<file path="src/rtl/core/qyt_pkg.sv">
// Shared types, constants and helpers for the quadrature yaw tracker.
`default_nettype none

package qyt_pkg;

    // Default geometry of the encoder disc
    localparam int SLOTS_PER_REV_DEF  = 112;
    localparam int EDGES_PER_SLOT_DEF = 4;

    // Fixed field widths
    localparam int ANG_W = 12;
    localparam int DEG_W = 9;
    localparam int AMT_W = 9;

    // Angle scaling
    localparam int HALF_CIRCLE    = 180;
    localparam int FULL_CIRCLE    = 360;
    localparam int TENTHS_PER_REV = 3600;
    localparam int DEG_PER_REV    = 360;

    // Item opcodes
    typedef enum logic [1:0] {
        OP_SAMPLE = 2'd0,
        OP_INDEX  = 2'd1,
        OP_ADJUST = 2'd2,
        OP_RAMP   = 2'd3
    } t_opcode;

    // Status from the tracker toward the result register
    typedef struct packed {
        logic ramp_zero;   // ramp word found the setpoint already at zero
        logic ref_found;   // index seen, including this word
    } t_trk_sts;

    // Position of an A/B level pair along the Gray sequence 00,01,11,10
    function automatic logic [1:0] gray_rank(input logic [1:0] ab);
        logic [1:0] rank;
        case (ab)
            2'b00:   rank = 2'd0;
            2'b01:   rank = 2'd1;
            2'b11:   rank = 2'd2;
            2'b10:   rank = 2'd3;
            default: rank = 2'd0;
        endcase
        return rank;
    endfunction

endpackage

`default_nettype wire

</file>
<file path="src/rtl/core/quadrature_yaw_tracker_unit.sv">
// Top level of the quadrature yaw tracker: input register, tracker, result register.
//
//  channel  direction  handshake           payload
//  input    in         i_valid / o_stall   i_opcode, i_chan_a, i_chan_b, i_amount
//  result   out        o_valid / i_stall   o_angle_tenths, o_setpoint_deg, o_error_deg,
//                                          o_settled, o_reference_found
//
// One word per cycle unless the result stalls; each word gives exactly one result.
// The result is registered: the word sits in the input register, then tracker update
// and the count scaling multiply feed the result register.
// Synchronous active-low reset clears the count, setpoint, last levels and index flag.
// A stalled result holds; the input register still takes one more word behind it.
`default_nettype none

module quadrature_yaw_tracker_unit #(
    parameter int SLOTS_PER_REV  = qyt_pkg::SLOTS_PER_REV_DEF,
    parameter int EDGES_PER_SLOT = qyt_pkg::EDGES_PER_SLOT_DEF
) (
    input  wire logic                              i_clk,
    input  wire logic                              i_rst_n,
    input  wire logic                              i_valid,
    output logic                                   o_stall,
    input  wire logic [1:0]                        i_opcode,
    input  wire logic                              i_chan_a,
    input  wire logic                              i_chan_b,
    input  wire logic signed [qyt_pkg::AMT_W-1:0]  i_amount,
    output logic                                   o_valid,
    input  wire logic                              i_stall,
    output logic signed [qyt_pkg::ANG_W-1:0]       o_angle_tenths,
    output logic signed [qyt_pkg::DEG_W-1:0]       o_setpoint_deg,
    output logic signed [qyt_pkg::DEG_W-1:0]       o_error_deg,
    output logic                                   o_settled,
    output logic                                   o_reference_found
);

    localparam int REV   = SLOTS_PER_REV * EDGES_PER_SLOT;
    localparam int CNT_W = $clog2(REV / 2 + 1) + 1;

    // Input register
    logic                             r_in_valid;
    logic [1:0]                       r_in_opcode;
    logic                             r_in_chan_a;
    logic                             r_in_chan_b;
    logic signed [qyt_pkg::AMT_W-1:0] r_in_amount;

    // Result register
    logic                             r_out_valid;
    logic signed [qyt_pkg::ANG_W-1:0] r_out_angle;
    logic signed [qyt_pkg::DEG_W-1:0] r_out_setpoint;
    logic signed [qyt_pkg::DEG_W-1:0] r_out_error;
    logic                             r_out_settled;
    logic                             r_out_ref;

    logic                             adv;
    logic                             in_take;
    logic signed [CNT_W-1:0]          n_count;
    logic signed [qyt_pkg::DEG_W-1:0] n_target;
    logic signed [qyt_pkg::ANG_W-1:0] n_angle;
    logic signed [qyt_pkg::DEG_W-1:0] n_error;
    qyt_pkg::t_trk_sts                trk_sts;

    // Handshake: head word moves on when the result slot is free or draining
    assign adv     = r_in_valid && (!r_out_valid || !i_stall);
    assign o_stall = r_in_valid && r_out_valid && i_stall;
    assign in_take = i_valid && !o_stall;

    always_ff @(posedge i_clk) begin
        if (!i_rst_n) begin
            r_in_valid <= 1'b0;
        end else if (in_take) begin
            r_in_valid <= 1'b1;
        end else if (adv) begin
            r_in_valid <= 1'b0;
        end
    end

    always_ff @(posedge i_clk) begin
        if (in_take) begin
            r_in_opcode <= i_opcode;
            r_in_chan_a <= i_chan_a;
            r_in_chan_b <= i_chan_b;
            r_in_amount <= i_amount;
        end
    end

    qyt_track #(
        .SLOTS_PER_REV  (SLOTS_PER_REV),
        .EDGES_PER_SLOT (EDGES_PER_SLOT)
    ) u_track (
        .i_clk    (i_clk),
        .i_rst_n  (i_rst_n),
        .i_adv    (adv),
        .i_opcode (r_in_opcode),
        .i_chan_a (r_in_chan_a),
        .i_chan_b (r_in_chan_b),
        .i_amount (r_in_amount),
        .o_count  (n_count),
        .o_target (n_target),
        .o_sts    (trk_sts)
    );

    qyt_scale #(
        .SLOTS_PER_REV  (SLOTS_PER_REV),
        .EDGES_PER_SLOT (EDGES_PER_SLOT)
    ) u_scale (
        .i_count        (n_count),
        .i_target       (n_target),
        .o_angle_tenths (n_angle),
        .o_error_deg    (n_error)
    );

    // Result register
    always_ff @(posedge i_clk) begin
        if (!i_rst_n) begin
            r_out_valid <= 1'b0;
        end else if (adv) begin
            r_out_valid <= 1'b1;
        end else if (!i_stall) begin
            r_out_valid <= 1'b0;
        end
    end

    always_ff @(posedge i_clk) begin
        if (adv) begin
            r_out_angle    <= n_angle;
            r_out_setpoint <= n_target;
            r_out_error    <= n_error;
            r_out_settled  <= trk_sts.ramp_zero && (n_error == '0);
            r_out_ref      <= trk_sts.ref_found;
        end
    end

    assign o_valid           = r_out_valid;
    assign o_angle_tenths    = r_out_angle;
    assign o_setpoint_deg    = r_out_setpoint;
    assign o_error_deg       = r_out_error;
    assign o_settled         = r_out_settled;
    assign o_reference_found = r_out_ref;

endmodule

`default_nettype wire

</file>
<file path="src/rtl/core/qyt_track.sv">
// Tracker state: quadrature count, index capture and setpoint update.
`default_nettype none

module qyt_track #(
    parameter int SLOTS_PER_REV  = qyt_pkg::SLOTS_PER_REV_DEF,
    parameter int EDGES_PER_SLOT = qyt_pkg::EDGES_PER_SLOT_DEF
) (
    input  wire logic                                  i_clk,
    input  wire logic                                  i_rst_n,
    input  wire logic                                  i_adv,
    input  wire logic [1:0]                            i_opcode,
    input  wire logic                                  i_chan_a,
    input  wire logic                                  i_chan_b,
    input  wire logic signed [qyt_pkg::AMT_W-1:0]      i_amount,
    output logic signed [$clog2(SLOTS_PER_REV*EDGES_PER_SLOT/2+1):0] o_count,
    output logic signed [qyt_pkg::DEG_W-1:0]           o_target,
    output qyt_pkg::t_trk_sts                          o_sts
);

    localparam int REV   = SLOTS_PER_REV * EDGES_PER_SLOT;
    localparam int HALF  = REV / 2;
    localparam int CNT_W = $clog2(HALF + 1) + 1;
    localparam int DW    = qyt_pkg::DEG_W;
    localparam int SW    = DW + 1;

    localparam logic signed [CNT_W-1:0] CNT_MAX = CNT_W'(HALF);
    localparam logic signed [CNT_W-1:0] CNT_MIN = CNT_W'(1 - HALF);
    localparam logic signed [SW-1:0]    S_HALF  = SW'(qyt_pkg::HALF_CIRCLE);
    localparam logic signed [SW-1:0]    S_NHALF = SW'(-qyt_pkg::HALF_CIRCLE);
    localparam logic signed [SW-1:0]    S_FULL  = SW'(qyt_pkg::FULL_CIRCLE);

    logic signed [CNT_W-1:0] r_count, n_count;
    logic signed [DW-1:0]    r_target, n_target;
    logic                    r_last_a, n_last_a;
    logic                    r_last_b, n_last_b;
    logic                    r_seen, n_seen;

    qyt_pkg::t_opcode        op;
    logic [1:0]              step;
    logic signed [SW-1:0]    t_ext, a_ext, sum, ramp;

    assign op    = qyt_pkg::t_opcode'(i_opcode);
    assign step  = qyt_pkg::gray_rank({i_chan_a, i_chan_b})
                 - qyt_pkg::gray_rank({r_last_a, r_last_b});
    assign t_ext = SW'(r_target);
    assign a_ext = SW'(i_amount);

    // Next state for the word at the head of the pipe
    always_comb begin
        n_count  = r_count;
        n_target = r_target;
        n_last_a = r_last_a;
        n_last_b = r_last_b;
        n_seen   = r_seen;
        sum      = '0;
        ramp     = t_ext;
        case (op)
            qyt_pkg::OP_SAMPLE: begin
                // one step forward or back, wrapping within one revolution
                if (step == 2'd1) begin
                    n_count = (r_count == CNT_MAX) ? CNT_MIN : r_count + CNT_W'(1);
                end else if (step == 2'd3) begin
                    n_count = (r_count == CNT_MIN) ? CNT_MAX : r_count - CNT_W'(1);
                end
                n_last_a = i_chan_a;
                n_last_b = i_chan_b;
            end
            qyt_pkg::OP_INDEX: begin
                // first index only
                if (!r_seen) begin
                    n_count  = '0;
                    n_target = '0;
                    n_seen   = 1'b1;
                end
            end
            qyt_pkg::OP_ADJUST: begin
                sum = t_ext + a_ext;
                if (sum > S_HALF) begin
                    sum = sum - S_FULL;
                end else if (sum < S_NHALF) begin
                    sum = sum + S_FULL;
                end
                n_target = DW'(sum);
            end
            qyt_pkg::OP_RAMP: begin
                // step toward zero, stop at zero, clamp to half circle
                if (t_ext < 0) begin
                    ramp = t_ext + a_ext;
                    if (ramp > 0) begin
                        ramp = '0;
                    end
                end else if (t_ext > 0) begin
                    ramp = t_ext - a_ext;
                    if (ramp < 0) begin
                        ramp = '0;
                    end
                end
                if (ramp > S_HALF) begin
                    ramp = S_HALF;
                end
                if (ramp < S_NHALF) begin
                    ramp = S_NHALF;
                end
                n_target = DW'(ramp);
            end
            default: begin
                n_count = r_count;
            end
        endcase
    end

    // State registers
    always_ff @(posedge i_clk) begin
        if (!i_rst_n) begin
            r_count  <= '0;
            r_target <= '0;
            r_last_a <= 1'b0;
            r_last_b <= 1'b0;
            r_seen   <= 1'b0;
        end else if (i_adv) begin
            r_count  <= n_count;
            r_target <= n_target;
            r_last_a <= n_last_a;
            r_last_b <= n_last_b;
            r_seen   <= n_seen;
        end
    end

    assign o_count          = n_count;
    assign o_target         = n_target;
    assign o_sts.ramp_zero  = (op == qyt_pkg::OP_RAMP) && (r_target == '0);
    assign o_sts.ref_found  = n_seen;

endmodule

`default_nettype wire

</file>
<file path="src/rtl/core/qyt_scale.sv">
// Count to angle scaling and wrapped setpoint error.
`default_nettype none

module qyt_scale #(
    parameter int SLOTS_PER_REV  = qyt_pkg::SLOTS_PER_REV_DEF,
    parameter int EDGES_PER_SLOT = qyt_pkg::EDGES_PER_SLOT_DEF
) (
    input  wire logic signed [$clog2(SLOTS_PER_REV*EDGES_PER_SLOT/2+1):0] i_count,
    input  wire logic signed [qyt_pkg::DEG_W-1:0]  i_target,
    output logic signed [qyt_pkg::ANG_W-1:0]       o_angle_tenths,
    output logic signed [qyt_pkg::DEG_W-1:0]       o_error_deg
);

    localparam int REV   = SLOTS_PER_REV * EDGES_PER_SLOT;
    localparam int HALF  = REV / 2;
    localparam int CNT_W = $clog2(HALF + 1) + 1;
    localparam int MAG_W = CNT_W - 1;
    localparam int AW    = qyt_pkg::ANG_W;
    localparam int DW    = qyt_pkg::DEG_W;
    localparam int EW    = DW + 1;

    // Reciprocal scale: 2^SHIFT above R*R/2 keeps the truncated quotient exact
    localparam int    SHIFT = 2 * $clog2(REV);
    localparam longint K_T  = ((longint'(qyt_pkg::TENTHS_PER_REV) << SHIFT) + REV - 1) / REV;
    localparam longint K_D  = ((longint'(qyt_pkg::DEG_PER_REV) << SHIFT) + REV - 1) / REV;
    localparam int    KT_W  = $clog2(K_T + 1);
    localparam int    KD_W  = $clog2(K_D + 1);
    localparam int    PT_W  = MAG_W + KT_W;
    localparam int    PD_W  = MAG_W + KD_W;

    localparam logic signed [EW-1:0] E_HALF  = EW'(qyt_pkg::HALF_CIRCLE);
    localparam logic signed [EW-1:0] E_NHALF = EW'(-qyt_pkg::HALF_CIRCLE);
    localparam logic signed [EW-1:0] E_FULL  = EW'(qyt_pkg::FULL_CIRCLE);

    logic                 neg;
    logic [MAG_W-1:0]     mag;
    logic [PT_W-1:0]      prod_t;
    logic [PD_W-1:0]      prod_d;
    logic [AW-1:0]        q_t;
    logic [DW-1:0]        q_d;
    logic signed [DW-1:0] deg;
    logic signed [EW-1:0] diff;

    // Magnitude, so both quotients truncate toward zero
    assign neg = i_count[CNT_W-1];
    assign mag = neg ? MAG_W'(-i_count) : MAG_W'(i_count);

    // Tenths and whole degrees, each by one constant multiply
    assign prod_t = PT_W'(mag) * PT_W'(K_T);
    assign prod_d = PD_W'(mag) * PD_W'(K_D);
    assign q_t    = AW'(prod_t >> SHIFT);
    assign q_d    = DW'(prod_d >> SHIFT);

    assign o_angle_tenths = neg ? -$signed(q_t) : $signed(q_t);
    assign deg            = neg ? -$signed(q_d) : $signed(q_d);

    // Setpoint minus angle, wrapped once into the half circle
    always_comb begin
        diff = EW'(i_target) - EW'(deg);
        if (diff > E_HALF) begin
            diff = diff - E_FULL;
        end else if (diff < E_NHALF) begin
            diff = diff + E_FULL;
        end
    end

    assign o_error_deg = DW'(diff);

endmodule

`default_nettype wire

</file>
<file path="config.mk">
export PLATFORM = sky130hd
export DESIGN_NAME = quadrature_yaw_tracker_unit
export DESIGN_NICKNAME = d
export VERILOG_FILES = /design/src/rtl/core/qyt_pkg.sv /design/src/rtl/core/quadrature_yaw_tracker_unit.sv /design/src/rtl/core/qyt_track.sv /design/src/rtl/core/qyt_scale.sv
export SDC_FILE = /design/constraint.sdc
export NUM_CORES = 1
export LEC_CHECK = 0
export BUFFER_PORTS_ARGS = -buffer_cell sky130_fd_sc_hd__buf_2
export CAP_MARGIN = 30
export CORE_ASPECT_RATIO = 1.25
export CORE_MARGIN = 4
export CORE_UTILIZATION = 45
export DETAILED_ROUTE_END_ITERATION = 8
export HOLD_SLACK_MARGIN = 0.1
export PLACE_DENSITY = 0.65
export REMOVE_ABC_BUFFERS = 1
export SKIP_CTS_REPAIR_TIMING = 1
export SLEW_MARGIN = 20
export SYNTH_ARGS = -nofsm -noshare
export SYNTH_HDL_FRONTEND = slang
export SYNTH_SLANG_ARGS = --single-unit
export TNS_END_PERCENT = 30
</file>
<file path="constraint.sdc">
create_clock -name i_clk -period 21.4 [get_ports i_clk]
set_clock_uncertainty 0.05 [all_clocks]
set_input_delay 2.14 -clock i_clk [delete_from_list [all_inputs] [get_ports i_clk]]
set_output_delay 2.14 -clock i_clk [all_outputs]
set_load 0.05 [all_outputs]
</file>
==> qor.yml, run 1 <==
synth-seq-cells: 68
synth-simple-area-share_pct: 15.3
ys_top_cells_by_area: "ha_1 (18%), edfxtp_1 (14%), fa_1 (10%)"
grt-ovfl-total: 0
grt_max_degree: 64
async_reset_ff_share_pct: 0
vdd_drop_max_mv: 0.131
cts_tree: "done"
power_leakage_uw: 0.00482
routed-via-count: 7869
synth_top_family_by_area: "adder cells"
reg2reg_slack_ns: 9.80
slowest_stage: "xor2_1"
avgSynthCellArea_sq_um: 8.81
critPathRequiredTime_ns: 21.50
diodes: 0
synth_edf_count: 45
synthFlopType: "edfxtp_1"
cap_violations: 0
cts_htree_levels: 3
setup_violations: 0
path_max_fanout: 25
num_rows: 58
cts-root-buf: "clkbuf_16"
worstSetupPathType: "flop to flop"
clkTransAtPathRegs_ns: 0.06
drtIter0Drc: 581
synth_area_sq_mm: 0.00940
period_needed_ns: 11.60
cts_num_sinks: 68
power_density_mw_per_mm2: 133
start_util_pct: 46.2
worst_pin_slew_ns: 0.927
synthCells: 1067
crit_path_start_kind: "flop"
synthXorXnorAreaFrac_pct: 6.38
synthDistinctLibCells: 93
die_area_sq_mm: 0.0233
synth.top_cell.area_share_pct: 18.2
hold_violations: 0
slew_violations: 0
core_sq_mm: 0.0203
synth_fa_ha_area_share_pct: 28.5
rsz0062_at_grt: "false"
drc: 0
grt_first_pass_wirelength_microns: 38300
area_growth_syn_to_layout_pct: 8.18
fin_crit_sh_pct: 54.2
slew_headroom_pct: 38.0
final_nets: 1303
worstPathArrival_ns: 11.71
insertion_delay_ns: 0.34
utilization_pct: 50.0
wirelength_microns: 22700
io_buffers: 50
via_per_inst: 5.72
ant_nets: 0
seq_area_frac_synth_pct: 19.3
io_pins: 51
synth-compound-area-share_pct: 22.0
worstHoldPathType: "flop to flop"
layout-drive-gt1-share_pct: 9.86
status: "completed"
cts_buffers: 9
grt_antenna_before_repair: 0
avgRoutedWirePerCell_microns: 16.5
first_global_vias: 7730
fp.dieH_microns: 170
synth_area_leader_cell: "ha_1"
cpMostUsedCell: "inv_1"
place_congestion: 0.956
slowest_delay_ns: 0.68
grt_util_all_layers_pct: 20.2
finalSetupTns_ns: 0
synthMuxAreaShare_pct: 0.866
die_w_microns: 137
drt-pass1-iter-count: 6
dp_hpwl_microns: 18300
fmax_mhz: 86.2
cts.path.max_buffers: 2
cp-end-kind: "flop"
ys_warn_count: 0
-- power by group --
part           switching (uW)  leakage, uW  internal (uW)
registers                10.7     0.000622            185
logic                     614      0.00405            382
clock network            65.6     0.000143           92.0
-- cells in the mapped netlist, types with 16 or more instances --
master and count:
a21oi_1 50, ha_1 137, nand2b_1 16, xor2_1 21, nand3_1 17, o21ai_0 57, dfxtp_1 23, nand2_1 68
edfxtp_1 45, inv_1 150, clkbuf_1 21, xnor2_1 33, o21a_1 16, fa_1 48, nor3_1 27, nor2_1 56
-- flip-flops by register name (all words and copies together) (netlist names) --
signal             cells
u_track.r_count        9
u_track.r_last_b       1
o_valid                1
o_setpoint_deg         9
r_in_chan_a            1
o_error_deg            9
o_angle_tenths        12
r_in_opcode            2
u_track.r_last_a       1
r_in_amount            9
o_settled              1
r_in_chan_b            1
u_track.r_seen         1
r_in_valid             1
u_track.r_target       9
o_reference_found      1
-- per-layer routing --
metal | up-vias | part of all wire (%) | track usage, %
met3 | 44 | 3.4 | 2.19
met4 | 0 | 3.0 | 6.73
li1 | 3918 | - | -
met2 | 191 | 50 | 35.3
met5 | - | 0 | 0
met1 | 3716 | 44 | 25.8
-- final cells by class --
type	count	area [sq um]
Fill cell	1925	10200
Tap cell	270	338
Inverter	151	568
Clock buffer	9	225
Multi-Input combinational cell	817	6860
Clock inverter	7	80.1
Sequential cell	68	1810
Timing Repair Buffer	54	280
-- layout by cell type, fill, tap and decap left out, types with 7 or more instances in the layout --
cell       count
inv_1        149
ha_1         137
nand2_1       68
o21ai_0       57
nor2_1        56
a21oi_1       50
buf_2         50
fa_1          48
edfxtp_1      45
xnor2_1       33
nor3_1        27
dfxtp_1       23
xor2_1        21
nand3_1       17
nand2b_1      16
o21a_1        16
nor4_1        15
o211a_1       14
a21o_1        13
or3_1         13
o31ai_1       12
a31oi_1       12
a21boi_0      10
a211oi_1      10
nor2b_1        9
clkbuf_16      9
or2_2          7
o21bai_1       7
a22oi_1        7
and2_1         7
o211ai_1       7
mux2i_1        7
nand4_1        7
-- logic make-up after synthesis --
kind of cell | Yosys count
AOI/OAI and AO/OA | 290
and+or+nand+nor | 274
buffers and inverters | 182
DFF | 68
xor gates and xnor gates | 60
adders and majority gates | 185
muxes | 8
-- final timing paths --
path | start | endpoint | depth (start not counted)
worst max-delay path | r_in_chan_a | o_settled | 44
worst min-delay path | r_in_valid | o_valid | 2
worst max register to register | r_in_chan_a | o_settled | 44
worst min register to register | r_in_valid | o_valid | 2
-- metrics by stage --
step / hold WS (ns) / area, sq um / instances / setup slack, ns / total power [uW]
floorplan: 0.422 / 9240 / 1036 / 11.39 / 981
global placement: 0.434 / 9850 / 1359 / 10.21 / 1180
detailed placement: 0.452 / 9860 / 1360 / 9.96 / 1190
CTS: 0.460 / 10200 / 1376 / 9.81 / 1360
global route: 0.512 / 10200 / 1376 / 8.78 / 1500
finish: 0.463 / 10200 / 1376 / 9.80 / 1350
-- worst max-delay path: cells and delay by family, from the launching register on --
kind            cells  cell delay, ns
compound gates     11            2.37
xor+xnor            3            1.05
fa+ha+maj           9            3.77
buf+inv             8            0.61
flops               1            0.41
mux                 1            0.18
simple gates       12            2.92
Note: power is estimated with default switching activity, not from simulation.
==> run 2, diff against run 1 <==
PLACE_DENSITY = 0.67   (was 0.65)
clock period = 9.7 ns   (was 21.4 ns; I/O delays follow)
==> qor.yml, run 2 (synthesis results as in run 1) <==
status: "completed"
fp.dieH_microns: 170  # unchanged
grt_util_met3_pct: 2.19  # unchanged
p_seq_share_pct: 10.5  # -4.0 points
dp_hpwl_microns: 19600  # +6.9%
power_leakage_uw: 0.00555  # +15%
ant_nets: 0  # unchanged
cts_buffers: 9  # unchanged
drtIter0Drc: 532  # -8.4%
wirelength_microns: 24500  # +8.1%
slowest_delay_ns: 0.56  # -0.12 ns
worstPathArrival_ns: 9.62  # -2.09 ns
clkPwrFrac_pct: 7.7  # -4.0 points
layout-drive-gt1-share_pct: 26.6  # +17 points
hold_violations: 0  # unchanged
grt-ovfl-total: 0  # unchanged
grt_first_pass_wirelength_microns: 39500  # +3.2%
routed-via-count: 8543  # +8.6%
grt_antenna_before_repair: 0  # unchanged
cts_tree: "done"
cts_htree_levels: 3  # unchanged
first_global_vias: 8278  # +7.1%
setup_violations: 0  # unchanged
clkTransAtPathRegs_ns: 0.06  # about the same
io_pins: 51  # unchanged
period_needed_ns: 9.58  # -2.02 ns
rsz0062_at_grt: "true"
swShare_pct: 47.0  # -4.2 points
final_nets: 1442  # +11%
grtUsageMet1_pct: 25.5  # -0.26 points
netSwitchingPower_uw: 1920  # +180%
slew_violations: 0  # unchanged
p_int_uw: 2160  # +230%
timing.rr.end: "o_settled"
via_per_inst: 5.64  # -1.4%
reg2reg_slack_ns: 0.12  # -9.68 ns
place_ws_ns: -0.264  # -10.23 ns
power_density_mw_per_mm2: 346  # +160%
cts_num_sinks: 68  # unchanged
ff2ff_path_depth: 41  # -6.8%
slew_headroom_pct: 51.8  # +14 points
cap_violations: 0  # unchanged
drc: 0  # unchanged
rr_startpoint: "r_in_chan_a"
cts-root-buf: "clkbuf_16"
path_max_fanout: 7  # -72%
worstSetupPathType: "flop to flop"
start_util_pct: 46.2  # unchanged
worst_pin_slew_ns: 0.717  # -0.210 ns
io_buffers: 50  # unchanged
setup_slack_ns: 0.119  # -9.68 ns
design_area_sq_mm: 0.0118  # +16%
crit_path_start_kind: "flop"
cts.path.max_buffers: 2  # unchanged
hold-path-endpoint: "o_valid"
met2_usage_pct: 37.7  # +2.3 points
instances_no_fill: 1515  # +10%
fmax_mhz: 104  # +21%
mostFrequentLayoutCell: "inv_1"
place_congestion: 0.965  # +0.91%
busiest_layer: "met2"
dpl_cell_area_sq_mm: 0.0108  # +9.2%
num_rows: 58  # unchanged
vdd_drop_max_mv: 0.261  # +100%
fin_crit_sh_pct: 98.8  # +45 points
drt-pass1-iter-count: 5  # -1
largest_reg_flops: 12  # unchanged
critPathRequiredTime_ns: 9.74  # -11.76 ns
avgRoutedWirePerCell_microns: 16.2  # -1.9%
hp-start: "r_in_valid"
cp-end-kind: "flop"
power_frac_comb_pct: 81.8  # +8.0 points
final_cell_mix: "inv_1 (142), buf_4 (137), ha_1 (122)"
die_area_sq_mm: 0.0233  # unchanged
grt_max_degree: 35  # -45%
grt_util_all_layers_pct: 20.9  # +0.74 points
core_sq_mm: 0.0203  # unchanged
worstHoldPathType: "flop to flop"
area_growth_syn_to_layout_pct: 25.4
die_w_microns: 137  # unchanged
insertion_delay_ns: 0.34  # about the same
placed_cells: 1481  # +8.9%
diodes: 0  # unchanged
finalSetupTns_ns: 0  # unchanged
hold_depth: 2  # unchanged
slowest_stage: "fa_2"
## run 2: cell types whose count changed in the layout (fill, tap and decap cells not counted), sizes merged
cell / delta
clkinvlp: +1
clkinv: +1
inv: -1
buf: +139
bufinv: -1
## run 2: how the worst max path moves through the flow
stage                startpoint   endpoint  slack, ns  depth (start not counted)
CTS                 r_in_chan_b  o_settled      -0.35                         46
global route        r_in_chan_a  o_settled      -0.43                         42
floorplan           r_in_chan_a  o_settled      -0.31                         43
finish              r_in_chan_a  o_settled       0.12                         41
detailed placement  r_in_chan_b  o_settled      -0.26                         46
global placement    r_in_chan_b  o_settled      -0.08                         46
## run 2: power groups by stage
stage	Sequential [uW]	Clock, uW	Combinational, uW
3_5_place_dp	433	0	2740
2_1_floorplan	537	0	1630
5_1_grt	431	334	3710
4_1_cts	427	318	2750
3_3_place_gp	433	0	2680
6_report	428	314	3340
## run 2: critical path: cells and delay by family (launching register included)
| kind | cells | cell delay, ns |
|---|---|---|
| buffers and inverters | 4 | 0.45 |
| AND/OR/NAND/NOR | 8 | 1.19 |
| multiplexers | 2 | 0.42 |
| AO/OA/AOI/OAI | 15 | 2.65 |
| XOR/XNOR | 4 | 1.23 |
| adder cells (fa/ha/maj) | 8 | 2.91 |
| flip-flops | 1 | 0.42 |
## run 2: cell type report
type | count | area, sq um
Fill cell | 1807 | 8530
Sequential cell | 68 | 1810
Inverter | 151 | 571
Multi-Input combinational cell | 817 | 7440
Timing Repair Buffer | 193 | 1350
Clock inverter | 7 | 57.6
Tap cell | 270 | 338
Clock buffer | 9 | 225
## run 2: through the flow
| step | hold WS (ns) | total power (uW) | util, % |
|---|---|---|---|
| floorplan | 0.422 | 2160 | - |
| global placement | 0.439 | 3110 | 52.9 |
| detailed placement | 0.461 | 3170 | 53.0 |
| CTS | 0.463 | 3500 | 54.4 |
| global route | 0.490 | 4480 | 58.0 |
| finish | 0.464 | 4080 | 58.0 |
## run 2: metal layers
metal	share of wire [%]	vias up
met4	3.6	0
met2	52	218
li1	-	4188
met1	41	4063
met3	3.4	74
met5	0	-
==> run 3, diff against run 2 <==
ABC_AREA = 1   (was not set)
==> qor.yml, run 3 <==
die_w_microns: 138  # +0.31%
num_rows: 59  # +1.7%
rsz0062_at_grt: "true"
cts-root-buf: "clkbuf_16"
slowest_delay_ns: 0.58  # +0.02 ns
synth.top_cell.area_share_pct: 18.1  # -0.12 points
core_sq_mm: 0.0207  # +2.1%
slew_headroom_pct: 41.4  # -10 points
synthCells: 1297  # +22%
finalSetupTns_ns: 0  # unchanged
worstSetupPathType: "flop to flop"
via_per_inst: 5.21  # -7.5%
avgSynthCellArea_sq_um: 7.29  # -17%
drtIter0Drc: 421  # -21%
wirelength_microns: 24600  # +0.49%
io_pins: 51  # unchanged
insertion_delay_ns: 0.33  # about the same
rr_startpoint: "r_in_chan_a"
async_reset_ff_share_pct: 0  # unchanged
drt-pass1-iter-count: 7  # +2
setup_violations: 0  # unchanged
grt_max_degree: 47  # +34%
grt_util_all_layers_pct: 21.3  # +0.39 points
grt_util_met3_pct: 1.86  # -0.33 points
ant_nets: 0  # unchanged
path_max_fanout: 6  # -1
io_buffers: 50  # unchanged
clkTransAtPathRegs_ns: 0.06  # about the same
synthFlopType: "edfxtp_1"
crit_path_start: "r_in_chan_a"
cts_tree: "done"
cts_num_sinks: 68  # unchanged
worst_pin_slew_ns: 0.877  # +0.160 ns
synth_area_leader_cell: "ha_1"
yosysMostFrequentCell: "inv_1"
worstPathArrival_ns: 9.69  # +0.07 ns
ys_top_cells_by_area: "ha_1 (18%), edfxtp_1 (14%), inv_1 (11%)"
first_global_vias: 8568  # +3.5%
start_util_pct: 45.6  # -0.64 points
cpMostUsedCell: "nand2_1"
utilization_pct: 52.9  # -5.1 points
cp-end-kind: "flop"
die_area_sq_mm: 0.0234  # +0.63%
ys_warn_count: 0  # unchanged
seq_area_frac_synth_pct: 19.2  # -0.13 points
grt-ovfl-total: 0  # unchanged
layout-drive-gt1-share_pct: 17.4  # -9.2 points
cap_violations: 0  # unchanged
synth_area_sq_mm: 0.00946  # +0.67%
hp-start: "r_in_valid"
final_cell_mix: "inv_1 (255), nand2_1 (241), ha_1 (125)"
synth-seq-cells: 68  # unchanged
slowest_stage: "fa_1"
synth_edf_count: 45  # unchanged
synthTopCellsByCount: "inv_1 (269), nand2_1 (257), ha_1 (137)"
largest_reg_flops: 12  # unchanged
slew_violations: 0  # unchanged
dp_hpwl_microns: 19700  # +0.69%
critPathRequiredTime_ns: 9.81  # +0.07 ns
dpl_cell_area_sq_mm: 0.0101  # -6.3%
busiest_layer: "met2"
routed-via-count: 8682  # +1.6%
hold_slack_ns: 0.423  # -0.0418 ns
place_congestion: 0.925  # -4.1%
fmax_mhz: 104  # about the same
worstHoldPathType: "flop to flop"
hold_violations: 0  # unchanged
n_fill_cell: 1989  # +10%
fin_crit_sh_pct: 98.8  # about the same
synthDistinctLibCells: 54  # -42%
cts_htree_levels: 3  # unchanged
area_growth_syn_to_layout_pct: 16.1
mostFrequentLayoutCell: "inv_1"
met2_usage_pct: 40.8  # +3.2 points
fp.dieH_microns: 170  # +0.32%
cts.path.max_buffers: 2  # unchanged
grt_first_pass_wirelength_microns: 40300  # +2.0%
diodes: 0  # unchanged
grtUsageMet1_pct: 24.0  # -1.5 points
grt_antenna_before_repair: 0  # unchanged
avgRoutedWirePerCell_microns: 14.8  # -8.6%
period_needed_ns: 9.58  # -0.00181 ns
final_nets: 1588  # +10%
status: "completed"
crit_path_start_kind: "flop"
drc: 0  # unchanged
cts_buffers: 9  # unchanged
design_area_sq_mm: 0.0110  # -6.9%
==> run 3: cell count changes after synthesis, moves of 14 or more <==
cell	before	now
a21oi_1	50	72
nand2_1	68	257
xnor2_1	33	11
clkbuf_1	21	5
nor2_1	56	81
o21ai_0	57	72
nand2_2	0	17
xor2_1	21	37
nand3_1	17	74
o211a_1	14	0
inv_1	150	269
nand2b_1	16	0
==> run 3: path summary, 6_finish.rpt <==
| kind | to | slack, ns | depth (start not counted) |
|---|---|---|---|
| worst min register to register | o_valid | 0.42 | 2 |
| worst max-delay path | o_settled | 0.12 | 59 |
| worst min-delay path | o_valid | 0.42 | 2 |
| worst max register to register | o_settled | 0.12 | 59 |
==> run 3: logic make-up after synthesis <==
logic type / Yosys count / share of synthesized area [%]
buf+inv: 292 / 11.9
flops: 68 / 19.2
simple gates: 492 / 23.0
fa+ha+maj: 185 / 28.3
xor+xnor: 49 / 4.70
compound gates: 211 / 13.0
==> run 3: stage by stage <==
stage          worst slack [ns]  std cells
6_report                  0.121       1665
5_1_grt                  -0.515       1665
4_1_cts                  -0.102       1638
3_5_place_dp            -0.0223       1622
3_3_place_gp              0.211       1622
2_1_floorplan             0.484       1281
==> run 3: final cells by class <==
type / instances / area, sq um / area share (%)
Multi-Input combinational cell: 937 / 6850 / 62.4
Sequential cell: 68 / 1810 / 16.5
Inverter: 276 / 1040 / 9.47
Timing Repair Buffer: 94 / 608 / 5.54
Tap cell: 274 / 343 / 3.12
Clock buffer: 11 / 233 / 2.12
Clock inverter: 5 / 86.3 / 0.786
==> run 3: worst max-delay path, delay by kind of cell (launching register included) <==
kind | cells | cell delay, ns
XOR/XNOR | 4 | 0.70
adder cells (fa/ha/maj) | 9 | 3.13
buffers and inverters | 10 | 0.89
flip-flops | 1 | 0.44
AO/OA/AOI/OAI | 12 | 1.76
AND/OR/NAND/NOR | 24 | 2.46
==> run 3: metal layers <==
metal | up-vias | share of wire, %
li1 | 4380 | -
met1 | 4043 | 40
met2 | 188 | 54
met3 | 71 | 2.7
met4 | 0 | 3.7
met5 | - | 0
Power of run 3 is left out: the tool's default activity adds up to more than one toggle a clock period on the data nets, which glitch-free logic cannot reach.
